**config.mk**
```make
export PLATFORM = sky130hd
export DESIGN_NAME = bedd_fifo
export DESIGN_NICKNAME = d
export VERILOG_FILES = /design/src/hw/rtl/bedd_pkg.sv /design/src/hw/rtl/bedd_fifo.sv
export VERILOG_INCLUDE_DIRS = /design/src /design/src/hw/rtl
export SDC_FILE = /design/constraint.sdc
export NUM_CORES = 1
export LEC_CHECK = 0
export ABC_AREA = 1
export BUFFER_PORTS_ARGS = -buffer_cell sky130_fd_sc_hd__buf_4
export CORE_UTILIZATION = 52
export DETAILED_ROUTE_END_ITERATION = 10
export GPL_TIMING_DRIVEN = 0
export PLACE_DENSITY = 0.8
export SYNTH_ARGS = -nofsm -noshare
export SYNTH_HDL_FRONTEND = slang
export SYNTH_SLANG_ARGS = --single-unit
```
**constraint.sdc**
```tcl
create_clock -name i_clk -period 1.8 [get_ports i_clk]
set_input_delay 0.18 -clock i_clk [delete_from_list [all_inputs] [get_ports i_clk]]
set_output_delay 0.18 -clock i_clk [all_outputs]
set_load 0.1 [all_outputs]
```
**src/hw/rtl/bayer_edge_directed_demosaic_unit_defines.svh**
```systemverilog
// ----------------------------------------------------------------------------
// Demosaic unit assertion macros
// Shared concurrent-check helpers, clocked on i_clk, quiet during reset.
// ----------------------------------------------------------------------------
`ifndef BAYER_EDGE_DIRECTED_DEMOSAIC_UNIT_DEFINES_SVH
`define BAYER_EDGE_DIRECTED_DEMOSAIC_UNIT_DEFINES_SVH

// check in the same cycle
`define BEDD_ASSERT_NOW(label, ante, cons, msg) \
    label: assert property (@(posedge i_clk) disable iff (!i_rst_n) (ante) |-> (cons)) \
        else $error(msg);

// check in the next cycle
`define BEDD_ASSERT_NEXT(label, ante, cons, msg) \
    label: assert property (@(posedge i_clk) disable iff (!i_rst_n) (ante) |=> (cons)) \
        else $error(msg);

`endif

```
**src/hw/rtl/bedd_pkg.sv**
```systemverilog
// ----------------------------------------------------------------------------
// Demosaic package
// Fixed field widths, register indexes, Bayer site codes and shared structs.
// ----------------------------------------------------------------------------
package bedd_pkg;

    localparam int CFG_BITS    = 12;
    localparam int ROW_BITS    = 12;
    localparam int OUT_BITS    = 8;
    localparam int MIN_SIZE    = 5;
    localparam int WIN_EDGE    = 4;
    localparam int WIN_SIZE    = 5;
    localparam int LINES       = 4;
    localparam int BANK_BITS   = 2;
    localparam int QUEUE_DEPTH = 4;
    localparam int QPTR_BITS   = 2;
    localparam int QCNT_BITS   = 3;

    localparam logic [CFG_BITS-1:0] RESET_WIDTH  = 12'd640;
    localparam logic [CFG_BITS-1:0] RESET_HEIGHT = 12'd480;

    typedef enum logic [0:0] {
        REG_FRAME_WIDTH  = 1'b0,
        REG_FRAME_HEIGHT = 1'b1
    } t_reg_index;

    typedef enum logic [1:0] {
        SITE_RED        = 2'd0,
        SITE_GREEN_RROW = 2'd1,
        SITE_GREEN_BROW = 2'd2,
        SITE_BLUE       = 2'd3
    } t_site;

    typedef struct packed {
        logic  emit;
        t_site site;
        logic  last;
    } t_tag;

    typedef struct packed {
        logic [CFG_BITS-1:0] width;
        logic [CFG_BITS-1:0] height;
    } t_frame_cfg;

    typedef struct packed {
        logic                 empty;
        logic [QCNT_BITS-1:0] count;
    } t_queue_status;

endpackage

```
**src/hw/rtl/bedd_fifo.sv**
```systemverilog
// ----------------------------------------------------------------------------
// Demosaic column queue
// Short register queue between the front end and the window back end.
// ----------------------------------------------------------------------------
`include "bayer_edge_directed_demosaic_unit_defines.svh"

module bedd_fifo #(
    parameter int WIDTH = 43
) (
    input  logic                    i_clk,
    input  logic                    i_rst_n,
    input  logic                    i_push,
    input  logic [WIDTH-1:0]        i_data,
    input  logic                    i_pop,
    output logic [WIDTH-1:0]        o_data,
    output bedd_pkg::t_queue_status o_status
);

    localparam int PB = bedd_pkg::QPTR_BITS;
    localparam int CB = bedd_pkg::QCNT_BITS;

    logic [bedd_pkg::QUEUE_DEPTH-1:0][WIDTH-1:0] r_mem;
    logic [PB-1:0] r_wr_ptr, n_wr_ptr;
    logic [PB-1:0] r_rd_ptr, n_rd_ptr;
    logic [CB-1:0] r_count, n_count;

    function automatic logic [PB-1:0] ptr_step(input logic [PB-1:0] p);
        ptr_step = (p == PB'(bedd_pkg::QUEUE_DEPTH - 1)) ? '0 : p + PB'(1);
    endfunction

    always_comb begin
        n_wr_ptr = i_push ? ptr_step(r_wr_ptr) : r_wr_ptr;
        n_rd_ptr = i_pop  ? ptr_step(r_rd_ptr) : r_rd_ptr;
        n_count  = r_count + CB'(i_push) - CB'(i_pop);
    end

    always_ff @(posedge i_clk) begin
        if (!i_rst_n) begin
            r_wr_ptr <= '0;
            r_rd_ptr <= '0;
            r_count  <= '0;
        end else begin
            r_wr_ptr <= n_wr_ptr;
            r_rd_ptr <= n_rd_ptr;
            r_count  <= n_count;
        end
    end

    always_ff @(posedge i_clk) begin
        if (i_push) begin
            r_mem[r_wr_ptr] <= i_data;
        end
    end

    assign o_data         = r_mem[r_rd_ptr];
    assign o_status.empty = (r_count == '0);
    assign o_status.count = r_count;

    `BEDD_ASSERT_NOW(a_push_room, i_push, r_count < CB'(bedd_pkg::QUEUE_DEPTH), "queue overrun")
    `BEDD_ASSERT_NOW(a_pop_data, i_pop, r_count != '0, "queue underrun")

endmodule

```
==> summary.txt <==
Outcome
  – Status: finished with violations
  – Violated checks: setup timing

Timing
  – Final worst path period need: 2075 ps
  – Slew headroom: 71.69%
  – Fin. max-slew vios: 0
  – Actual slew at the worst max-slew pin: 423.8 ps
  – Hold Violations, Final: 0
  – Final hold slack: 45.88 ps
  – Final WS setup: -274.5 ps
  – Tcrit/Tclk final: 115.3%
  – Setup-failing EPs final: 43
  – Setup Skew: 4.252 ps
  – F_max: 0.4820 GHz
  – RSZ-0062 raised after global routing: yes
  – Setup TNS: -7449 ps

Placement
  – Buffers on Ports: 93
  – GP Congestion: 0.7528
  – Dpl hpwl: 8772 um

Critical path
  – Most used cell, CP: buf_12
  – Critical path peak fanout: 7
  – Critical-path cell list: buf_6 -> clkinv_8 -> buf_16 -> buf_12 -> o211ai_1 -> nand2_1 -> buf_12
  – R2r setup slk: 40 ps
  – Critical path type: flop to primary output
  – Reg2Reg Capture Point: r_mem[13]$_DFFE_PP_
  – Crit path DAT: 1890 ps
  – Req. time, crit path: 1620 ps
  – RR Startpoint: r_wr_ptr[0]$_SDFFE_PN0P_
  – Crit start category: flop
  – Crit path from: r_rd_ptr[0]$_SDFFE_PN0P_
  – CP endpoint kind: primary output
  – Reg2Reg Depth: 4
  – Slowest cell on crit path: dfxtp_2
  – Largest stage delay on the critical path: 340 ps

Route
  – Detail Route Antenna Nets: 0
  – Vias per Instance: 5.529
  – Drt pass-1 iters: 6
  – Drt wl/cell: 21.18 um
  – Number of remaining DRC errors: 0
  – Drt total wl: 19930 um
  – Routed via count: 5203
  – Initial detailed-routing violation count: 538

Floorplanning
  – Die footprint: 14280 sq um
  – Die H: 119.5 um
  – IO Pins: 94
  – Core footprint: 13350 sq um
  – Die Wd: 119.5 um
  – Number of core rows: 42
  – Starting Density: 53.77%

Clocking
  – CTS tree: built
  – Clk slew on worst S/H paths: 70 ps
  – TritonCTS buffer count: 17
  – CTS sink cnt: 179
  – # H-tree levels: 4
  – Clock root cell: clkbuf_16
  – Max clock buf depth: 2
  – Clock Latency Late Sink: 440 ps

Synth
  – Yosys warns: 0
  – Distinct cells, synth: 21
  – Post-synth EDFFs: 172
  – Main synth FF type: edfxtp_1
  – Syn Nets: 614
  – Synth Instances: 559
  – Seq/Total Area, Yosys: 73.92%
  – Syn avg cell area: 12.84 sq um
  – Fraction of registers with async set/reset: 0%
  – Register bit total from synthesis: 179
  – Cell area after synthesis: 7177 sq um

Global routing
  – GRT Residual Overflow: 0
  – Initial antenna violation count: 0
  – GRT Total Usage: 28.88%
  – Number of global-route vias before repair: 5503
  – First-pass GRT wire length: 29420 um
  – Largest net degree at the start of global routing: 23

Power
  – Pleak: 0.004113 uW
  – P per Cell Area: 1136 nW/um^2
  – Worst IR Drop VDD: 0.8959 mV

Min path
  – Hold Path Cell Cnt: 3
  – Type of the tightest min-delay check: input port to flop
  – Worst hold endpoint: r_rd_ptr[1]$_SDFFE_PN0P_
  – Hold Crit Start: i_pop

Layout
  – Fill cells: 709
  – Layout cell share with drive strength beyond 1: 34.25%
  – Fin nets: 807
  – ANT cells: 0
  – Area Growth Syn to Fin: 47.47%

Job
  – Max-cap violations: 0
[cell type report]
| cell class | count | area [sq um] | share of cell area (%) |
|---|---|---|---|
| tap | 176 | 220.2 | 2.081 |
| buffer | 24 | 289.0 | 2.731 |
| sequential | 179 | 5311 | 50.18 |
| multi-input combinational | 292 | 1678 | 15.85 |
| clock buffer | 19 | 432.9 | 4.090 |
| clock inverter | 13 | 160.2 | 1.513 |
| timing repair inverter | 12 | 90.09 | 0.8512 |
| timing repair buffer | 167 | 2153 | 20.35 |
| inverter | 59 | 249.0 | 2.353 |
[placed cells by master (no fill, tap or decap), types with 11 or more instances in the layout]
master / netlist / final
edfxtp_1: 172 / 172
nand2_1: 95 / 70
nor2_1: 82 / 67
buf_4: 2 / 64
inv_1: 58 / 54
buf_12: 1 / 49
dlygate4sd3_1: 0 / 44
o211ai_1: 43 / 43
o21ai_1: 18 / 25
nand2_2: 0 / 24
clkinvlp_4: 0 / 20
clkbuf_16: 0 / 18
nor2_4: 0 / 14
nor2_2: 13 / 14
buf_8: 1 / 11
[worst max path at each step]
stage,end,cells after the start
after floorplan,o_status[3],1
after global routing,o_data[20],9
final,o_data[32],7
after global placement,r_mem[87]$_DFFE_PP_,4
after CTS,o_data[20],10
after detailed placement,r_mem[87]$_DFFE_PP_,4
[logic make-up (layout without fill, tap and decap cells)]
family | after synthesis | in the layout | synth area share [%]
AO/OA/AOI/OAI | 92 | 92 | 7.915
adder cells (fa/ha/maj) | 8 | 8 | 1.499
flip-flops | 179 | 179 | 73.92
buffers and inverters | 88 | 294 | 6.137
AND/OR/NAND/NOR | 192 | 192 | 10.53
[routing by layer]
layer	vias to the layer above	routed length, um	global-route usage, %
li1	2325	-	-
met1	2555	7270	33.07
met2	265	10480	50.83
met3	58	1417	7.184
met4	0	763	13.05
met5	-	0	0
[worst max-delay path: cells and delay by family (launching register included)]
kind	cells	cell delay, ps
AND/OR/NAND/NOR	1	140
buffers and inverters	5	700
flip-flops	1	340
AO/OA/AOI/OAI	1	260
[power breakdown]
part           internal, uW  switching, uW
Combinational          1200           2240
Clock                  2180           1540
Sequential             4780           88.6
[stage by stage]
step	std cells	setup WS [ps]	cell area (sq um)	total power (uW)	util [%]
final	941	-274.5	10580	12030	79.29
after global routing	941	-344.7	10580	12340	79.29
after CTS	948	-237.3	10540	11940	78.99
after detailed placement	828	-492.4	8127	7423	60.88
after global placement	828	-420.2	8127	7367	60.88
after floorplan	559	47.06	7208	6798	-
[sequential cells by signal, indices dropped and copies added (netlist names)]
register  cells
r_mem       172
r_count       3
r_rd_ptr      2
r_wr_ptr      2
[cell usage after synthesis, types with 7 or more instances]
cell type,n,area [sq um]
clkbuf_1,7,26.28
buf_2,10,50.05
dfxtp_1,7,140.1
o211ai_1,43,322.8
nor2_2,13,81.33
buf_6,8,90.09
o21ai_1,18,90.09
inv_1,58,217.7
nand2_1,95,356.6
ha_1,7,87.58
edfxtp_1,172,5165
nor2_1,82,307.8
o21ai_0,29,145.1
[timing repair]
action                                 in CTS  in global routing
pin swaps                                  35                 29
hold buffers                               44                  0
endpoints found under the hold margin     175                  0
buffers inserted                           20                  2
setup endpoints to repair                 215                 65
cloned                                     24                  1
gates resized for setup                   222                 81
Power figures use the tool's default switching activity.
