--- config.mk ---
export PLATFORM = sky130hd
export DESIGN_NAME = bedd_back
export DESIGN_NICKNAME = d
export VERILOG_FILES = /design/src/hw/rtl/bedd_pkg.sv /design/src/hw/rtl/bedd_back.sv
export VERILOG_INCLUDE_DIRS = /design/src /design/src/hw/rtl
export SDC_FILE = /design/constraint.sdc
export NUM_CORES = 1
export LEC_CHECK = 0
export ABC_AREA = 1
export BUFFER_PORTS_ARGS = -buffer_cell sky130_fd_sc_hd__buf_2
export CAP_MARGIN = 5
export CORE_MARGIN = 8
export CORE_UTILIZATION = 51
export DETAILED_ROUTE_END_ITERATION = 8
export GPL_ROUTABILITY_DRIVEN = 0
export GPL_TIMING_DRIVEN = 0
export PLACE_DENSITY = 0.79
export SYNTH_ARGS = -nofsm -noshare
export SYNTH_HDL_FRONTEND = slang
export SYNTH_SLANG_ARGS = --single-unit
--- constraint.sdc ---
create_clock -name i_clk -period 6 [get_ports i_clk]
set_clock_uncertainty 0.05 [all_clocks]
set_input_delay 0.9 -clock i_clk [delete_from_list [all_inputs] [get_ports i_clk]]
set_output_delay 0.9 -clock i_clk [all_outputs]
set_load 0.02 [all_outputs]
--- src/hw/rtl/bayer_edge_directed_demosaic_unit_defines.svh ---
// ----------------------------------------------------------------------------
// Demosaic unit assertion macros
// Shared concurrent-check helpers, clocked on i_clk, quiet during reset.
// ----------------------------------------------------------------------------
`ifndef BAYER_EDGE_DIRECTED_DEMOSAIC_UNIT_DEFINES_SVH
`define BAYER_EDGE_DIRECTED_DEMOSAIC_UNIT_DEFINES_SVH

// check in the same cycle
`define BEDD_ASSERT_NOW(label, ante, cons, msg) \
    label: assert property (@(posedge i_clk) disable iff (!i_rst_n) (ante) |-> (cons)) \
        else $error(msg);

// check in the next cycle
`define BEDD_ASSERT_NEXT(label, ante, cons, msg) \
    label: assert property (@(posedge i_clk) disable iff (!i_rst_n) (ante) |=> (cons)) \
        else $error(msg);

`endif

--- src/hw/rtl/bedd_pkg.sv ---
// ----------------------------------------------------------------------------
// Demosaic package
// Fixed field widths, register indexes, Bayer site codes and shared structs.
// ----------------------------------------------------------------------------
package bedd_pkg;

    localparam int CFG_BITS    = 12;
    localparam int ROW_BITS    = 12;
    localparam int OUT_BITS    = 8;
    localparam int MIN_SIZE    = 5;
    localparam int WIN_EDGE    = 4;
    localparam int WIN_SIZE    = 5;
    localparam int LINES       = 4;
    localparam int BANK_BITS   = 2;
    localparam int QUEUE_DEPTH = 4;
    localparam int QPTR_BITS   = 2;
    localparam int QCNT_BITS   = 3;

    localparam logic [CFG_BITS-1:0] RESET_WIDTH  = 12'd640;
    localparam logic [CFG_BITS-1:0] RESET_HEIGHT = 12'd480;

    typedef enum logic [0:0] {
        REG_FRAME_WIDTH  = 1'b0,
        REG_FRAME_HEIGHT = 1'b1
    } t_reg_index;

    typedef enum logic [1:0] {
        SITE_RED        = 2'd0,
        SITE_GREEN_RROW = 2'd1,
        SITE_GREEN_BROW = 2'd2,
        SITE_BLUE       = 2'd3
    } t_site;

    typedef struct packed {
        logic  emit;
        t_site site;
        logic  last;
    } t_tag;

    typedef struct packed {
        logic [CFG_BITS-1:0] width;
        logic [CFG_BITS-1:0] height;
    } t_frame_cfg;

    typedef struct packed {
        logic                 empty;
        logic [QCNT_BITS-1:0] count;
    } t_queue_status;

endpackage

--- src/hw/rtl/bedd_back.sv ---
// ----------------------------------------------------------------------------
// Demosaic back end
// Holds the 5x5 window and interpolates the missing colours.
// ----------------------------------------------------------------------------
`include "bayer_edge_directed_demosaic_unit_defines.svh"

module bedd_back #(
    parameter int PIXEL_BITS = 8,
    parameter int ENTRY_BITS = $bits(bedd_pkg::t_tag) + bedd_pkg::WIN_SIZE * PIXEL_BITS
) (
    input  logic                           i_clk,
    input  logic                           i_rst_n,
    input  bedd_pkg::t_queue_status        i_queue,
    input  logic [ENTRY_BITS-1:0]          i_q_entry,
    output logic                           o_q_pop,
    input  logic                           i_pop,
    output logic                           o_empty,
    output logic [bedd_pkg::OUT_BITS-1:0]  o_red,
    output logic [bedd_pkg::OUT_BITS-1:0]  o_green,
    output logic [bedd_pkg::OUT_BITS-1:0]  o_blue,
    output logic                           o_frame_last
);

    localparam int PB = PIXEL_BITS;
    localparam int WS = bedd_pkg::WIN_SIZE;
    localparam int OB = bedd_pkg::OUT_BITS;

    bedd_pkg::t_tag                 q_tag;
    logic [WS-1:0][PB-1:0]          q_column;
    logic [WS-1:0][WS-1:0][PB-1:0]  r_win;

    logic            out_free, s2_free, s2_adv, s1_adv;
    logic            r_s1_valid, n_s1_valid;
    bedd_pkg::t_site r_s1_site;
    logic            r_s1_last;
    logic            r_s2_valid, n_s2_valid;
    logic            r_out_valid, n_out_valid;

    logic [PB-1:0]   dh, dv;
    logic [PB:0]     h_sum, v_sum;
    logic [PB+1:0]   all_sum, diag_sum;

    logic [PB-1:0]   r_s2_centre, r_s2_h_avg, r_s2_v_avg, r_s2_all_avg, r_s2_diag_avg;
    logic            r_s2_lt, r_s2_gt, r_s2_last;
    bedd_pkg::t_site r_s2_site;

    logic [PB-1:0]   green_dir, sel_red, sel_green, sel_blue;
    logic [OB-1:0]   r_out_red, r_out_green, r_out_blue;
    logic            r_out_last;

    function automatic logic [PB-1:0] absdiff(input logic [PB-1:0] a, input logic [PB-1:0] b);
        absdiff = (a > b) ? a - b : b - a;
    endfunction

    assign {q_tag, q_column} = i_q_entry;

    // Ready chain: output register, then arithmetic stage, then window.
    assign out_free = !r_out_valid || i_pop;
    assign s2_free  = !r_s2_valid || out_free;
    assign s2_adv   = r_s2_valid && out_free;
    assign s1_adv   = r_s1_valid && s2_free;
    assign o_q_pop  = !i_queue.empty && (!r_s1_valid || s2_free);

    always_comb begin
        n_s1_valid  = o_q_pop ? q_tag.emit : (s1_adv ? 1'b0 : r_s1_valid);
        n_s2_valid  = s1_adv ? 1'b1 : (s2_adv ? 1'b0 : r_s2_valid);
        n_out_valid = s2_adv ? 1'b1 : (i_pop ? 1'b0 : r_out_valid);
    end

    always_ff @(posedge i_clk) begin
        if (!i_rst_n) begin
            r_s1_valid  <= 1'b0;
            r_s2_valid  <= 1'b0;
            r_out_valid <= 1'b0;
        end else begin
            r_s1_valid  <= n_s1_valid;
            r_s2_valid  <= n_s2_valid;
            r_out_valid <= n_out_valid;
        end
    end

    // Shift the window left and load the new column.
    always_ff @(posedge i_clk) begin
        if (o_q_pop) begin
            for (int i = 0; i < WS; i++) begin
                for (int j = 0; j < WS - 1; j++) begin
                    r_win[i][j] <= r_win[i][j+1];
                end
                r_win[i][WS-1] <= q_column[i];
            end
            r_s1_site <= q_tag.site;
            r_s1_last <= q_tag.last;
        end
    end

    always_comb begin
        dh       = absdiff(r_win[2][0], r_win[2][4]);
        dv       = absdiff(r_win[0][2], r_win[4][2]);
        h_sum    = (PB+1)'(r_win[2][1]) + (PB+1)'(r_win[2][3]);
        v_sum    = (PB+1)'(r_win[1][2]) + (PB+1)'(r_win[3][2]);
        all_sum  = (PB+2)'(h_sum) + (PB+2)'(v_sum);
        diag_sum = (PB+2)'(r_win[1][1]) + (PB+2)'(r_win[1][3])
                 + (PB+2)'(r_win[3][1]) + (PB+2)'(r_win[3][3]);
    end

    always_ff @(posedge i_clk) begin
        if (s1_adv) begin
            r_s2_centre   <= r_win[2][2];
            r_s2_h_avg    <= h_sum[PB:1];
            r_s2_v_avg    <= v_sum[PB:1];
            r_s2_all_avg  <= all_sum[PB+1:2];
            r_s2_diag_avg <= diag_sum[PB+1:2];
            r_s2_lt       <= dh < dv;
            r_s2_gt       <= dh > dv;
            r_s2_site     <= r_s1_site;
            r_s2_last     <= r_s1_last;
        end
    end

    always_comb begin
        if (r_s2_lt) begin
            green_dir = r_s2_h_avg;
        end else if (r_s2_gt) begin
            green_dir = r_s2_v_avg;
        end else begin
            green_dir = r_s2_all_avg;
        end
        case (r_s2_site)
            bedd_pkg::SITE_RED: begin
                sel_red   = r_s2_centre;
                sel_green = green_dir;
                sel_blue  = r_s2_diag_avg;
            end
            bedd_pkg::SITE_BLUE: begin
                sel_red   = r_s2_diag_avg;
                sel_green = green_dir;
                sel_blue  = r_s2_centre;
            end
            bedd_pkg::SITE_GREEN_RROW: begin
                sel_red   = r_s2_h_avg;
                sel_green = r_s2_centre;
                sel_blue  = r_s2_v_avg;
            end
            default: begin
                sel_red   = r_s2_v_avg;
                sel_green = r_s2_centre;
                sel_blue  = r_s2_h_avg;
            end
        endcase
    end

    always_ff @(posedge i_clk) begin
        if (s2_adv) begin
            r_out_red   <= sel_red[OB-1:0];
            r_out_green <= sel_green[OB-1:0];
            r_out_blue  <= sel_blue[OB-1:0];
            r_out_last  <= r_s2_last;
        end
    end

    assign o_empty      = !r_out_valid;
    assign o_red        = r_out_red;
    assign o_green      = r_out_green;
    assign o_blue       = r_out_blue;
    assign o_frame_last = r_out_last;

    `BEDD_ASSERT_NEXT(a_win_hold, r_s1_valid && !s2_free, $stable(r_win), "window moved under stalled pixel")

endmodule

==> metrics.cfg <==
[logic_synthesis]
synth_top_area_share_pct = 60.7
syn_inst = 963
synth_edf_count = 225
yosysMostFrequentCell = nand2_1
asyncSetResetFlopFracSynth_pct = 0
synth_common_cells = nand2_1, edfxtp_1, inv_1, ha_1, a21oi_1
ys_warn_count = 0
synth_area_um2 = 11100
ys_seq_area_share_pct = 61.3
netlist_top_cells_area = edfxtp_1, ha_1, nand2_1
syn-num-nets = 1109
synthFlopType = edfxtp_1
synth.largest_area_cell = edfxtp_1
synth_seq_cells = 228
synth.avg_cell_area_um2 = 11.5
yosys.cell_types.count = 35

[worst_hold_path]
hold-path-endpoint = r_win[23]
whs_path_depth = 0
min_path_type = reg -> reg
holdCritStartpoint = r_win[31]

[worst_setup_path]
path_max_fanout = 111
cpMaxStageDelayCell = buf_16
crit_path_cell_trace = buf_2 -> inv_1 -> nand2_1 -> nor2_1 -> nand2_1 -> nand2_1 -> inv_6 -> buf_16 -> buf_2
cp.arrival_ps = 2480
r2r_slack_ps = 2940
critPathCaptureType = output port
r2r-start = r_win[80]
critPathRequiredTime_ps = 5050
cp_common_cell = nand2_1
reg2regPathDepth = 18
critPathMaxStageDelay_ps = 420
r2r-end = r_s2_gt
critPathKind = in -> out
critical_path.startpoint_type = input port

[grt]
grt_use_total_pct = 14.7
grt_first_pass_wirelength_mm = 32.1
grt_pass1_vias = 6867
antenna_found_initial = 0
grt_max_degree = 112
gr-total-overflow = 0

[outcome]
outcome = completed

[drt]
firstDrtPassIters = 5
wire_per_inst_um = 14.3
ant_nets = 0
drc = 0
via_count = 6947
via_per_inst = 5.10
drt-total-wl_mm = 19.5
drt_iter0_drc = 486

[run]
maxCapViolCount = 0

[floorplanning]
die-area_um2 = 26800
initial_core_util_pct = 51.4
die_w_um = 164
num_io_pins = 78
die_h_um = 164
row_count = 54
core_um2 = 21600

[layout]
area_growth_pct = 14.5
antennaDiodeCount = 0
nets = 1211
drive_gt1_share_pct = 12.8

[clock_network]
ctsHtreeMaxLevel = 1
cts.hold.buffers_added = 0
clock_path_buffers = 3
cts_root_buffer = clkbuf_16
cts_tree = built
post_cts_buffers = 0
cts_sinks = 228
ctsResizeCount = 0
cts_buffers = 24
clkLatencyLatePin_ps = 500
clkSlewWorstSetupHoldPaths_ps = 70

[timing]
grt_setup_unrepaired = false
post-route-period-util_pct = 57.1
min_period_ps = 3430
final-setup-viol-count = 0
drv_slew = 0
worst_pin_slew_ps = 907
relSlewSlack_pct = 39.4
hold_viol_final = 0
fmax_mhz = 292
setup_tns_ps = 0
worst_hold_slack_ps = 361

[pwr]
power.leakage_nw = 5.54
ir_drop_mv = 0.433
power_density_nw_per_um2 = 335
total_power_mw = 4.27

[placement]
numPortBuffers = 74
place_hpwl_mm = 14.3

[where the power goes]
part           switching, mW  internal, mW
combinational          0.470         0.293
sequential            0.0529          1.90
clock                  0.578         0.975
total                   1.10          3.17
[per-layer routing]
metal	up-vias	track usage [%]	share of wire, %
met5	-	0	0
met4	0	5.66	3.3
met3	54	2.75	6.8
met2	250	24.5	46
met1	3168	18.8	43
li1	3475	-	-
[cell usage in the layout, fill, tap and decap left out, types with 3 or more instances in the layout]
| cell type | instances |
|---|---|
| a21o_1 | 7 |
| a21oi_1 | 57 |
| a31oi_1 | 9 |
| a32oi_1 | 8 |
| buf_2 | 83 |
| bufinv_16 | 5 |
| clkbuf_1 | 9 |
| clkbuf_16 | 25 |
| clkinv_1 | 5 |
| dfxtp_1 | 3 |
| edfxtp_1 | 225 |
| fa_1 | 22 |
| ha_1 | 73 |
| inv_1 | 148 |
| nand2_1 | 230 |
| nand2_2 | 3 |
| nand3_1 | 44 |
| nand4_1 | 12 |
| nor2_1 | 27 |
| nor3_1 | 4 |
| o211ai_1 | 3 |
| o21ai_0 | 15 |
| o21ai_2 | 3 |
| o22ai_1 | 8 |
| xnor2_1 | 9 |
| xor2_1 | 21 |
[registers in the layout, summed over array words and instances (netlist names)]
| signal | cells |
|---|---|
| r_win | 152 |
| o_blue | 8 |
| o_green | 8 |
| o_red | 8 |
| r_s2_all_avg | 8 |
| r_s2_centre | 8 |
| r_s2_diag_avg | 8 |
| r_s2_h_avg | 8 |
| r_s2_v_avg | 8 |
| r_s1_site | 2 |
| r_s2_site | 2 |
| o_frame_last | 1 |
| r_out_valid | 1 |
| r_s1_last | 1 |
| r_s1_valid | 1 |
| r_s2_gt | 1 |
| r_s2_last | 1 |
| r_s2_lt | 1 |
| r_s2_valid | 1 |
[final cells by class]
cell class	count	area, um^2
Buffer	17	93.8
Clock buffer	29	641
Clock inverter	14	199
Fill cell	1711	8890
Inverter	152	576
Multi-Input combinational cell	566	3640
Sequential cell	228	6820
Tap cell	280	350
Timing Repair Buffer	76	413
[how the worst max path moves through the flow]
stage          slack, ps      end  depth (start not counted)   from
2_1_floorplan        810  o_q_pop                          6  i_pop
3_3_place_gp        -940  o_q_pop                          8  i_pop
3_5_place_dp        2540  o_q_pop                          9  i_pop
4_1_cts             2540  o_q_pop                          9  i_pop
5_1_grt             2380  o_q_pop                          9  i_pop
6_report            2570  o_q_pop                          9  i_pop
[stage by stage]
stage	cells	cell area [um^2]	setup slack (ps)	util [%]
2_1_floorplan	963	11100	805	-
3_3_place_gp	1317	11800	-941	54.8
3_5_place_dp	1319	11900	2540	55.0
4_1_cts	1362	12700	2540	58.9
5_1_grt	1362	12700	2380	58.9
6_report	1362	12700	2570	58.9
[logic make-up (layout without fill, tap and decap cells)]
kind of cell             Yosys count  in the layout  synth area share (%)
AND/OR/NAND/NOR                  327            327                  12.2
flip-flops                       228            228                  61.3
buffers and inverters            169            288                  5.97
AO/OA/AOI/OAI                    114            114                  5.96
adder cells (fa/ha/maj)           95             95                  12.2
XOR/XNOR                          30             30                  2.36
[critical path: cells and delay by family]
kind | cells | cell delay, ps
buffers and inverters | 5 | 1160
and+or+nand+nor | 4 | 300
(Power assumes the default switching activity.)
